[src/rtac_pkg.sv]
// shared types, constants and helpers of the rgb to argb texel converter
package rtac_pkg;

    localparam int CHAN_W  = 8;
    localparam int TEXEL_W = 32;
    localparam int PROD_W  = 2 * CHAN_W;
    localparam int WSUM_W  = CHAN_W + 2;
    localparam int CSUM_W  = PROD_W + 2;
    localparam int NUM_W   = CSUM_W + CHAN_W;
    localparam int REM_W   = NUM_W - CHAN_W;
    localparam int QUOT_W  = 8;
    localparam int WIDE_SHIFT   = 8;
    localparam int NARROW_SHIFT = 12;

    localparam int CFG_IDX_W  = 3;
    localparam int CFG_DATA_W = 8;

    typedef enum logic [CFG_IDX_W-1:0] {
        CFG_NARROW_FORMAT = 3'd0,
        CFG_ALPHA_SOURCE  = 3'd1,
        CFG_FIXED_ALPHA   = 3'd2,
        CFG_WEIGHT_RED    = 3'd3,
        CFG_WEIGHT_GREEN  = 3'd4,
        CFG_WEIGHT_BLUE   = 3'd5,
        CFG_WEIGHT_ALPHA  = 3'd6
    } t_cfg_index;

    localparam logic [1:0] ASRC_FIXED    = 2'd0;
    localparam logic [1:0] ASRC_WEIGHTED = 2'd1;
    localparam logic [1:0] ASRC_PLANE    = 2'd2;

    localparam logic [CHAN_W-1:0] FIXED_ALPHA_RESET = 8'hFF;
    localparam logic [3:0]        OPAQUE_NIBBLE     = 4'hF;

    typedef struct packed {
        logic [CHAN_W-1:0] red;
        logic [CHAN_W-1:0] green;
        logic [CHAN_W-1:0] blue;
        logic [CHAN_W-1:0] plane_alpha;
    } t_in_data;

    typedef struct packed {
        logic [TEXEL_W-1:0] texel;
        logic               zero_weights;
    } t_out_data;

    function automatic logic [TEXEL_W-1:0] pack_4444(
        input logic [CHAN_W-1:0] a,
        input logic [CHAN_W-1:0] r,
        input logic [CHAN_W-1:0] g,
        input logic [CHAN_W-1:0] b
    );
        return {16'h0000, a[7:4], r[7:4], g[7:4], b[7:4]};
    endfunction

    function automatic logic [TEXEL_W-1:0] pack_1555(
        input logic [CHAN_W-1:0] r,
        input logic [CHAN_W-1:0] g,
        input logic [CHAN_W-1:0] b
    );
        return {16'h0000, 1'b1, r[7:3], g[7:3], b[7:3]};
    endfunction

endpackage

[src/rgb_to_argb_texel_converter.sv]
// top level of the rgb to argb texel converter: weighted alpha pipeline and texel packing
// Takes one pixel per cycle and gives one texel per cycle while the output is not
// stalled. A pixel passes twelve register stages on its way to the output: three
// stages of weighted-sum arithmetic (colour products, their sum, the alpha scale), an
// eight-stage restoring divider that yields one alpha bit per stage, and the output
// register. Bubbles collapse, so a stall at the output only holds the input once every
// stage is full. Configuration writes are always taken and must only be made while no
// transaction is in flight.
module rgb_to_argb_texel_converter (
    input  logic                        i_clk,
    input  logic                        i_rst_n,
    input  logic                        i_in_valid,
    output logic                        o_in_stall,
    input  rtac_pkg::t_in_data          i_in_data,
    output logic                        o_out_valid,
    input  logic                        i_out_stall,
    output rtac_pkg::t_out_data         o_out_data,
    input  logic                        i_cfg_valid,
    output logic                        o_cfg_ready,
    input  logic [rtac_pkg::CFG_IDX_W-1:0]  i_cfg_index,
    input  logic [rtac_pkg::CFG_DATA_W-1:0] i_cfg_data
);
    import rtac_pkg::*;

    localparam int DIV_FIRST = 3;
    localparam int OUT_STG   = DIV_FIRST + QUOT_W;
    localparam int NSTG      = OUT_STG + 1;

    typedef struct packed {
        logic [TEXEL_W-1:0] base;
        logic               weighted;
        logic               narrow;
        logic               zero;
    } t_carry;

    // configuration registers
    logic              r_narrow;
    logic [1:0]        r_asrc;
    logic [CHAN_W-1:0] r_fixed_alpha;
    logic [CHAN_W-1:0] r_wr;
    logic [CHAN_W-1:0] r_wg;
    logic [CHAN_W-1:0] r_wb;
    logic [CHAN_W-1:0] r_wa;

    // pipeline registers
    logic [NSTG-1:0]   r_vld;
    logic [NSTG-1:0]   en;

    t_carry            r_s1_carry;
    logic [PROD_W-1:0] r_s1_pr;
    logic [PROD_W-1:0] r_s1_pg;
    logic [PROD_W-1:0] r_s1_pb;
    logic [WSUM_W-1:0] r_s1_wsum;

    t_carry            r_s2_carry;
    logic [CSUM_W-1:0] r_s2_sum;
    logic [WSUM_W-1:0] r_s2_wsum;

    t_carry            r_s3_carry;
    logic [REM_W-1:0]  r_s3_rem;
    logic [WSUM_W-1:0] r_s3_wsum;

    t_carry            r_dv_carry [QUOT_W];
    logic [REM_W-1:0]  r_dv_rem   [QUOT_W];
    logic [QUOT_W-1:0] r_dv_q     [QUOT_W];
    logic [WSUM_W-1:0] r_dv_wsum  [QUOT_W];

    t_out_data         r_out;

    t_carry            n_s1_carry;
    logic [NUM_W-1:0]  n_num;
    logic [REM_W-1:0]  n_s3_rem;
    logic [REM_W-1:0]  n_dv_rem [QUOT_W];
    logic [QUOT_W-1:0] n_dv_q   [QUOT_W];
    t_out_data         n_out;

    assign o_cfg_ready = 1'b1;

    always_ff @(posedge i_clk) begin
        if (!i_rst_n) begin
            r_narrow      <= 1'b0;
            r_asrc        <= ASRC_FIXED;
            r_fixed_alpha <= FIXED_ALPHA_RESET;
            r_wr          <= '0;
            r_wg          <= '0;
            r_wb          <= '0;
            r_wa          <= '0;
        end else if (i_cfg_valid && o_cfg_ready) begin
            unique case (i_cfg_index)
                CFG_NARROW_FORMAT: r_narrow      <= i_cfg_data[0];
                CFG_ALPHA_SOURCE:  r_asrc        <= i_cfg_data[1:0];
                CFG_FIXED_ALPHA:   r_fixed_alpha <= i_cfg_data;
                CFG_WEIGHT_RED:    r_wr          <= i_cfg_data;
                CFG_WEIGHT_GREEN:  r_wg          <= i_cfg_data;
                CFG_WEIGHT_BLUE:   r_wb          <= i_cfg_data;
                CFG_WEIGHT_ALPHA:  r_wa          <= i_cfg_data;
                default: ;
            endcase
        end
    end

    // stage enables, a stage moves when empty or when the next one moves
    always_comb begin
        en[NSTG-1] = !r_vld[NSTG-1] || !i_out_stall;
        for (int k = NSTG - 2; k >= 0; k--) begin
            en[k] = !r_vld[k] || en[k+1];
        end
    end

    assign o_in_stall  = !en[0];
    assign o_out_valid = r_vld[NSTG-1];
    assign o_out_data  = r_out;

    always_ff @(posedge i_clk) begin
        if (!i_rst_n) begin
            r_vld <= '0;
        end else begin
            if (en[0]) begin
                r_vld[0] <= i_in_valid;
            end
            for (int k = 1; k < NSTG; k++) begin
                if (en[k]) begin
                    r_vld[k] <= r_vld[k-1];
                end
            end
        end
    end

    // base texel without weighted alpha
    always_comb begin
        logic [CHAN_W-1:0] r;
        logic [CHAN_W-1:0] g;
        logic [CHAN_W-1:0] b;
        logic [CHAN_W-1:0] p;
        r = i_in_data.red;
        g = i_in_data.green;
        b = i_in_data.blue;
        p = i_in_data.plane_alpha;
        n_s1_carry.narrow   = r_narrow;
        n_s1_carry.weighted = (r_asrc == ASRC_WEIGHTED);
        n_s1_carry.zero     = ({2'b00, r_wr} + {2'b00, r_wg} + {2'b00, r_wb}) == '0;
        priority if (r_asrc == ASRC_WEIGHTED) begin
            n_s1_carry.base = r_narrow ? pack_4444('0, r, g, b) : {8'h00, r, g, b};
        end else if (r_asrc == ASRC_PLANE) begin
            n_s1_carry.base = r_narrow ? pack_4444(p, r, g, b) : {p, r, g, b};
        end else if (!r_narrow) begin
            n_s1_carry.base = {r_fixed_alpha, r, g, b};
        end else if (r_fixed_alpha[7:4] == OPAQUE_NIBBLE) begin
            n_s1_carry.base = pack_1555(r, g, b);
        end else begin
            n_s1_carry.base = pack_4444(r_fixed_alpha, r, g, b);
        end
    end

    always_comb begin
        n_num = {{(NUM_W-CSUM_W){1'b0}}, r_s2_sum} * {{(NUM_W-CHAN_W){1'b0}}, r_wa};
        if (r_s2_carry.narrow) begin
            n_s3_rem = REM_W'(n_num >> NARROW_SHIFT);
        end else begin
            n_s3_rem = REM_W'(n_num >> WIDE_SHIFT);
        end
    end

    // restoring divider, one quotient bit per stage, msb first
    always_comb begin
        logic [REM_W-1:0]  rem_in;
        logic [QUOT_W-1:0] q_in;
        logic [REM_W-1:0]  dvs;
        logic              ge;
        rem_in      = r_s3_rem;
        q_in        = '0;
        dvs         = REM_W'(r_s3_wsum) << (QUOT_W - 1);
        ge          = (rem_in >= dvs);
        n_dv_rem[0] = ge ? (rem_in - dvs) : rem_in;
        n_dv_q[0]   = {q_in[QUOT_W-2:0], ge};
        for (int j = 1; j < QUOT_W; j++) begin
            rem_in      = r_dv_rem[j-1];
            q_in        = r_dv_q[j-1];
            dvs         = REM_W'(r_dv_wsum[j-1]) << (QUOT_W - 1 - j);
            ge          = (rem_in >= dvs);
            n_dv_rem[j] = ge ? (rem_in - dvs) : rem_in;
            n_dv_q[j]   = {q_in[QUOT_W-2:0], ge};
        end
    end

    always_comb begin
        t_carry            c;
        logic [QUOT_W-1:0] q;
        c = r_dv_carry[QUOT_W-1];
        q = r_dv_q[QUOT_W-1];
        n_out.texel        = c.base;
        n_out.zero_weights = c.weighted && c.zero;
        if (c.weighted && !c.zero) begin
            if (c.narrow) begin
                n_out.texel = c.base | {16'h0000, q[3:0], 12'h000};
            end else begin
                n_out.texel = c.base | {q, 24'h000000};
            end
        end
    end

    always_ff @(posedge i_clk) begin
        if (en[0]) begin
            r_s1_carry <= n_s1_carry;
            r_s1_pr    <= {8'h00, i_in_data.red} * {8'h00, r_wr};
            r_s1_pg    <= {8'h00, i_in_data.green} * {8'h00, r_wg};
            r_s1_pb    <= {8'h00, i_in_data.blue} * {8'h00, r_wb};
            r_s1_wsum  <= {2'b00, r_wr} + {2'b00, r_wg} + {2'b00, r_wb};
        end
        if (en[1]) begin
            r_s2_carry <= r_s1_carry;
            r_s2_sum   <= {2'b00, r_s1_pr} + {2'b00, r_s1_pg} + {2'b00, r_s1_pb};
            r_s2_wsum  <= r_s1_wsum;
        end
        if (en[2]) begin
            r_s3_carry <= r_s2_carry;
            r_s3_rem   <= n_s3_rem;
            r_s3_wsum  <= r_s2_wsum;
        end
        if (en[DIV_FIRST]) begin
            r_dv_carry[0] <= r_s3_carry;
            r_dv_wsum[0]  <= r_s3_wsum;
            r_dv_rem[0]   <= n_dv_rem[0];
            r_dv_q[0]     <= n_dv_q[0];
        end
        for (int j = 1; j < QUOT_W; j++) begin
            if (en[DIV_FIRST+j]) begin
                r_dv_carry[j] <= r_dv_carry[j-1];
                r_dv_wsum[j]  <= r_dv_wsum[j-1];
                r_dv_rem[j]   <= n_dv_rem[j];
                r_dv_q[j]     <= n_dv_q[j];
            end
        end
        if (en[OUT_STG]) begin
            r_out <= n_out;
        end
    end

    a_stall_means_full: assert property (@(posedge i_clk) disable iff (!i_rst_n)
        o_in_stall |-> (&r_vld) && i_out_stall)
        else $error("input stalled while the pipeline has room");

    a_zero_weights_alpha: assert property (@(posedge i_clk) disable iff (!i_rst_n)
        o_out_valid && o_out_data.zero_weights && !r_narrow |->
            o_out_data.texel[31:24] == '0)
        else $error("zero weights transaction carries a nonzero wide alpha");

    a_narrow_upper_zero: assert property (@(posedge i_clk) disable iff (!i_rst_n)
        o_out_valid && r_narrow |-> o_out_data.texel[31:16] == '0)
        else $error("narrow texel has a nonzero upper half");

    a_flag_needs_weighted: assert property (@(posedge i_clk) disable iff (!i_rst_n)
        o_out_valid && o_out_data.zero_weights |-> r_asrc == ASRC_WEIGHTED)
        else $error("zero weights flag set without the weighted alpha source");

endmodule
[config.mk]
export PLATFORM = sky130hd
export DESIGN_NAME = rgb_to_argb_texel_converter
export DESIGN_NICKNAME = d
export VERILOG_FILES = /design/src/rtac_pkg.sv /design/src/rgb_to_argb_texel_converter.sv
export SDC_FILE = /design/constraint.sdc
export NUM_CORES = 2
export LEC_CHECK = 0
export ABC_AREA = 1
export ABC_CLOCK_PERIOD_IN_PS = 26500
export BUFFER_PORTS_ARGS = -buffer_cell sky130_fd_sc_hd__clkbuf_2
export CORE_MARGIN = 8
export CORE_UTILIZATION = 25
export DETAILED_ROUTE_END_ITERATION = 16
export GPL_TIMING_DRIVEN = 0
export PLACE_DENSITY = 0.51
export SYNTH_ARGS = -nofsm -noshare
export SYNTH_HDL_FRONTEND = slang
export SYNTH_SLANG_ARGS = --single-unit
[constraint.sdc]
create_clock -name i_clk -period 26.5 [get_ports i_clk]
set_input_delay 6.625 -clock i_clk [delete_from_list [all_inputs] [get_ports i_clk]]
set_output_delay 6.625 -clock i_clk [all_outputs]
set_load 0.1 [all_outputs]
* After elaboration in Yosys (flattened, before gate mapping) *
Memories as Yosys holds them, arrays and structs flattened.
Index checks and enable logic that the tools add are counted.

cells by class
  muxes and demuxes = 33
  reduce and logical (&&, ||, !) cells = 38
  order comparisons = 8
  add/sub/neg operators = 12
  multiply operators = 4
  bitwise operators = 2
  eq/ne operators = 9

operators with widths
  kind              count
  $mux 32           6
  $mux 18           8
  $mul 8x8->16      3
  $or 32x16->32     1
  $or 32x32->32     1
  $mul 18x8->26     1
  $mux 24           1
  $add 17x16->18    1
  $ge 18x10->1      1
  $ge 18x11->1      1
  $ge 18x12->1      1
  $ge 18x13->1      1
  $ge 18x14->1      1
  $ge 18x15->1      1
  $ge 18x16->1      1
  $ge 18x17->1      1
  $sub 18x10->18    1
  $sub 18x11->18    1
  $sub 18x12->18    1
  $sub 18x13->18    1
  $sub 18x14->18    1
  $sub 18x15->18    1
  $sub 18x16->18    1
  $sub 18x17->18    1
  18 further kinds  68

storage, ports and cells
  memories = 4
  flip-flop bits (word level) = 307
  RAM bits = 568

memories
  memory      words  width  read ports  clocked after Yosys merged registers in  wr ports  line                               source
  r_dv_carry  8      35     8           0                                        8         rgb_to_argb_texel_converter.sv:63  t_carry r_dv_carry [QUOT_W];
  r_dv_rem    8      18     7           0                                        8         rgb_to_argb_texel_converter.sv:64  logic [REM_W-1:0] r_dv_rem [QUOT_W];
  r_dv_wsum   8      10     7           0                                        8         rgb_to_argb_texel_converter.sv:66  logic [WSUM_W-1:0] r_dv_wsum [QUOT_W];
  r_dv_q      8      8      8           0                                        8         rgb_to_argb_texel_converter.sv:65  logic [QUOT_W-1:0] r_dv_q [QUOT_W];

* Logic depth before layout (Yosys ltp) *
  depth in word-level cells = 14
  mapped depth = 23
  depth with buffers taken out = 22

* Worst setup path after synthesis *
OpenSTA, ideal clock, no wires.

  kind = in2out
  start point = in i_out_stall
  end point = out o_in_stall
  arrival time = 11.896 ns
  stages on the path = 8
  slack = 7.979 ns
  path buffers = 0
  path through = nand4_4 nor2_4 nand3_4 nor2_4 nand3_4 nor2_4 nand3_2 inv_2

on the way
  longest elaborated chain between the ends = 14

ends and longest elaborated chain
  what                            line                                source
  from (decl)                     rgb_to_argb_texel_converter.sv:16   input logic i_out_stall,
  $logic_not 1->1                 rgb_to_argb_texel_converter.sv:104  en[NSTG-1] = !r_vld[NSTG-1] || !i_out_stall;
  $logic_or 1x1->1                rgb_to_argb_texel_converter.sv:104
  $logic_or 1x1->1 (5 in series)  rgb_to_argb_texel_converter.sv:106  en[k] = !r_vld[k] || en[k+1];
  net en[6]                       rgb_to_argb_texel_converter.sv:47   logic [NSTG-1:0] en;
  $logic_or 1x1->1 (3 in series)  rgb_to_argb_texel_converter.sv:106
  net en[3]                       rgb_to_argb_texel_converter.sv:47
  $logic_or 1x1->1 (3 in series)  rgb_to_argb_texel_converter.sv:106
  $logic_not 1->1                 rgb_to_argb_texel_converter.sv:110  assign o_in_stall = !en[0];
  to (decl)                       rgb_to_argb_texel_converter.sv:13   output logic o_in_stall,

The timed path passes the listed nets, and every way through them passes these cells.

* Worst setup path in the final report *
  start point = in i_out_stall
  end point = out o_in_stall

on the way
  longest elaborated chain between the ends = 14

ends and longest elaborated chain
  what                            line
  $logic_not 1->1                 rgb_to_argb_texel_converter.sv:104
  $logic_or 1x1->1                rgb_to_argb_texel_converter.sv:104
  $logic_or 1x1->1 (2 in series)  rgb_to_argb_texel_converter.sv:106
  net en[9]                       rgb_to_argb_texel_converter.sv:47
  $logic_or 1x1->1 (3 in series)  rgb_to_argb_texel_converter.sv:106
  net en[6]                       rgb_to_argb_texel_converter.sv:47
  $logic_or 1x1->1 (3 in series)  rgb_to_argb_texel_converter.sv:106
  net en[3]                       rgb_to_argb_texel_converter.sv:47
  $logic_or 1x1->1 (3 in series)  rgb_to_argb_texel_converter.sv:106
  $logic_not 1->1                 rgb_to_argb_texel_converter.sv:110

The timed path passes the listed nets, and every way through them passes these cells.

==> flow_metrics.tcl <==
set metrics [dict create \
    grt_util_met3_pct 1.52 \
    cp-end-kind "output port" \
    leakagePower_nw 23.1 \
    synth-seq-cells 819 \
    final.setup.worst_slack_ps 8150 \
    clk_pin_slew_worst_paths_ps 60 \
    insertion_delay_ps 660 \
    synth_nets 4639 \
    dpl_cell_area_mm2 0.0480 \
    period_minus_slack_ps 18350 \
    stdcell_count 6677 \
    vdd_drop_max_v 0.0000542 \
    nets 4788 \
    yosys_warnings 0 \
    fin_util_pct 28.5 \
    drc_errors 0 \
    use_met1_pct 12.4 \
    outcome "completed" \
    cts_max_level 3 \
    wl_per_cell_um 14.0 \
    clockRootBuffer "clkbuf_16" \
    cts_made_buffers 80 \
    chipHeight_um 438 \
    synth_seq_area_share_pct 54.0 \
    critPathLaunch "i_out_stall" \
    hold_buffers 0 \
    place_ws_ps 7840 \
    synth.area.top_cells "edfxtp_1 (52%), fa_1 (11%), ha_1 (7.1%)" \
    power_mw 3.94 \
    grt_overflow 0 \
    slew_headroom_pct 28.9 \
    rsz0062_at_grt "false" \
    fmax_mhz 54.5 \
    whs_ps 383 \
    hold_path_startpoint "r_s2_carry[12]$_DFFE_PP_" \
    core_area_mm2 0.178 \
    design_area_mm2 0.0507 \
    grt.total_usage_pct 9.63 \
    cp.arrival_ps 11720 \
    fillers 18296 \
    fin_crit_sh_pct 69.2 \
    finalHoldViolations 0 \
    setup_viol 0 \
    syn_area_mm2 0.0445 \
    grt_max_degree 70 \
    grt_busiest_layer "met2" \
    p_per_area_mw_per_mm2 77.7 \
    synthCells 4102 \
    crit_type "in -> out" \
    rows 155 \
    use_met2_pct 16.9 \
    r2r_start "r_vld[11]$_SDFFE_PN0P_" \
    syn_area_per_cell_um2 10.9 \
    cp_data_required_time_ps 19880 \
    via_per_inst 4.06 \
    drtIter0Drc 1674 \
    worst_pin_slew_ps 1070 \
    cts_tree "yes" \
    synth_edf_count 764 \
    synthArstFlopShare_pct 0 \
    drv_cap 0 \
    hp-class "reg -> reg" \
    cts_resized 0 \
    via_count 27097 \
    wl_um 93600 \
    final_antenna_net_count 0 \
    yosysUniqueCellTypes 61 \
    postCtsSetupBuffers 0 \
    clock_sinks 819 \
    fin_setup_tns_ps 0 \
    finalClockSkew_ps 36.9 \
    grt_pass1_wl_um 150000 \
    synth_top_area_cell "edfxtp_1" \
    synth_top_area_share_pct 51.5 \
    crit_path_start_kind "primary input" \
    synthToLayoutAreaGrowth_pct 13.8 \
    drive_gt1_share_pct 7.06 \
    dp.cells 6524 \
    start_util_pct 25.0 \
    dpl.hpwl_um 72700 \
    place.gp.congestion 0.853 \
    firstDrtPassIters 5 \
    die_x_um 438 \
    pin_count 84 \
    crit_fanout 69 \
    numPortBuffers 59 \
    clk_path_buf_depth 3 \
    final_max_slew_viol_count 0 \
    grt_pass1_vias 27622 \
    antenna_found_initial 5 \
    synthFlopType "edfxtp_1" \
    die_area_mm2 0.192 \
]
-- layer usage --
| metal | routed length [um] | up-vias | share of wire, % |
|---|---|---|---|
| met5 | 15 | - | 0.016 |
| met4 | 1970 | 2 | 2.1 |
| met3 | 3400 | 121 | 3.6 |
| met2 | 46300 | 390 | 49 |
| met1 | 41900 | 12977 | 45 |
| li1 | - | 13607 | - |
-- cell families after synthesis --
group                      share of synthesized area, %
and+or+nand+nor                                    12.1
buffers and inverters                              8.12
DFF                                                54.0
adders and majority gates                          17.7
AOI/OAI and AO/OA                                  5.85
xor gates and xnor gates                           2.22
other                                           0.00842
-- where the power goes --
part / switching (mW) / total [mW] / internal, mW
Sequential: 0.104 / 1.79 / 1.68
Clock: 0.500 / 1.13 / 0.626
Combinational: 0.641 / 1.03 / 0.386
-- worst max-delay path, cell delays in order --
cell      delay [ps]
clkbuf_2         140
nand4_4          520
nor2_4           440
nand3_4          810
nor2_4           540
nand3_4          770
nor2_4           490
nand3_4          640
inv_2            230
clkbuf_2         480
-- placed cells by master (no fill, tap or decap), types with 101 or more instances in the layout --
cell      instances
a21oi_1         173
clkbuf_1        101
edfxtp_1        764
fa_1            236
ha_1            253
inv_1           815
nand2_1         798
nand3_1         122
nor2_1          228
o21ai_0         139
-- area by class of cell --
class / count / area [um^2] / share of cell area [%]
Clock buffer: 103 / 2150 / 4.24
Sequential cell: 819 / 24000 / 47.4
Tap cell: 2355 / 2950 / 5.81
Timing Repair Buffer: 67 / 500 / 0.987
Inverter: 831 / 3130 / 6.17
Buffer: 108 / 494 / 0.975
Clock inverter: 46 / 518 / 1.02
Antenna cell: 4 / 10.0 / 0.0197
Multi-Input combinational cell: 2344 / 16900 / 33.4
-- path summary, 6_finish.rpt --
| kind | to | slack [ps] | cells after the start |
|---|---|---|---|
| setup / recovery | o_in_stall | 8150 | 10 |
| hold / removal | r_s3_carry[12]$_DFFE_PP_ | 380 | 0 |
| setup reg to reg | r_s1_pg[14]$_DFFE_PN_ | 20930 | 8 |
| hold reg to reg | r_s3_carry[12]$_DFFE_PP_ | 380 | 0 |
-- cell usage after synthesis (21+ instances only) --
cell      instances
a21oi_1         173
o21ai_0         139
nand4_1          35
edfxtp_1        764
o21bai_1         21
nand3_1         123
fa_1            236
inv_1           818
ha_1            253
o21ai_1          35
o21ai_2          25
nor3_1           33
xnor2_1          46
xor2_1           67
nand2_1         802
clkbuf_1         83
nor2_1          228
dfxtp_1          55
-- sequential cells by signal, summed over array words and instances (netlist names), 10 cells and up --
register / cells
o_out_data: 33
r_dv_carry: 280
r_dv_q: 36
r_dv_rem: 126
r_dv_wsum: 70
r_s1_carry: 35
r_s1_pb: 16
r_s1_pg: 16
r_s1_pr: 16
r_s1_wsum: 10
r_s2_carry: 35
r_s2_sum: 18
r_s2_wsum: 10
r_s3_carry: 35
r_s3_rem: 18
r_s3_wsum: 10
r_vld: 12
(Power assumes the default switching activity.)
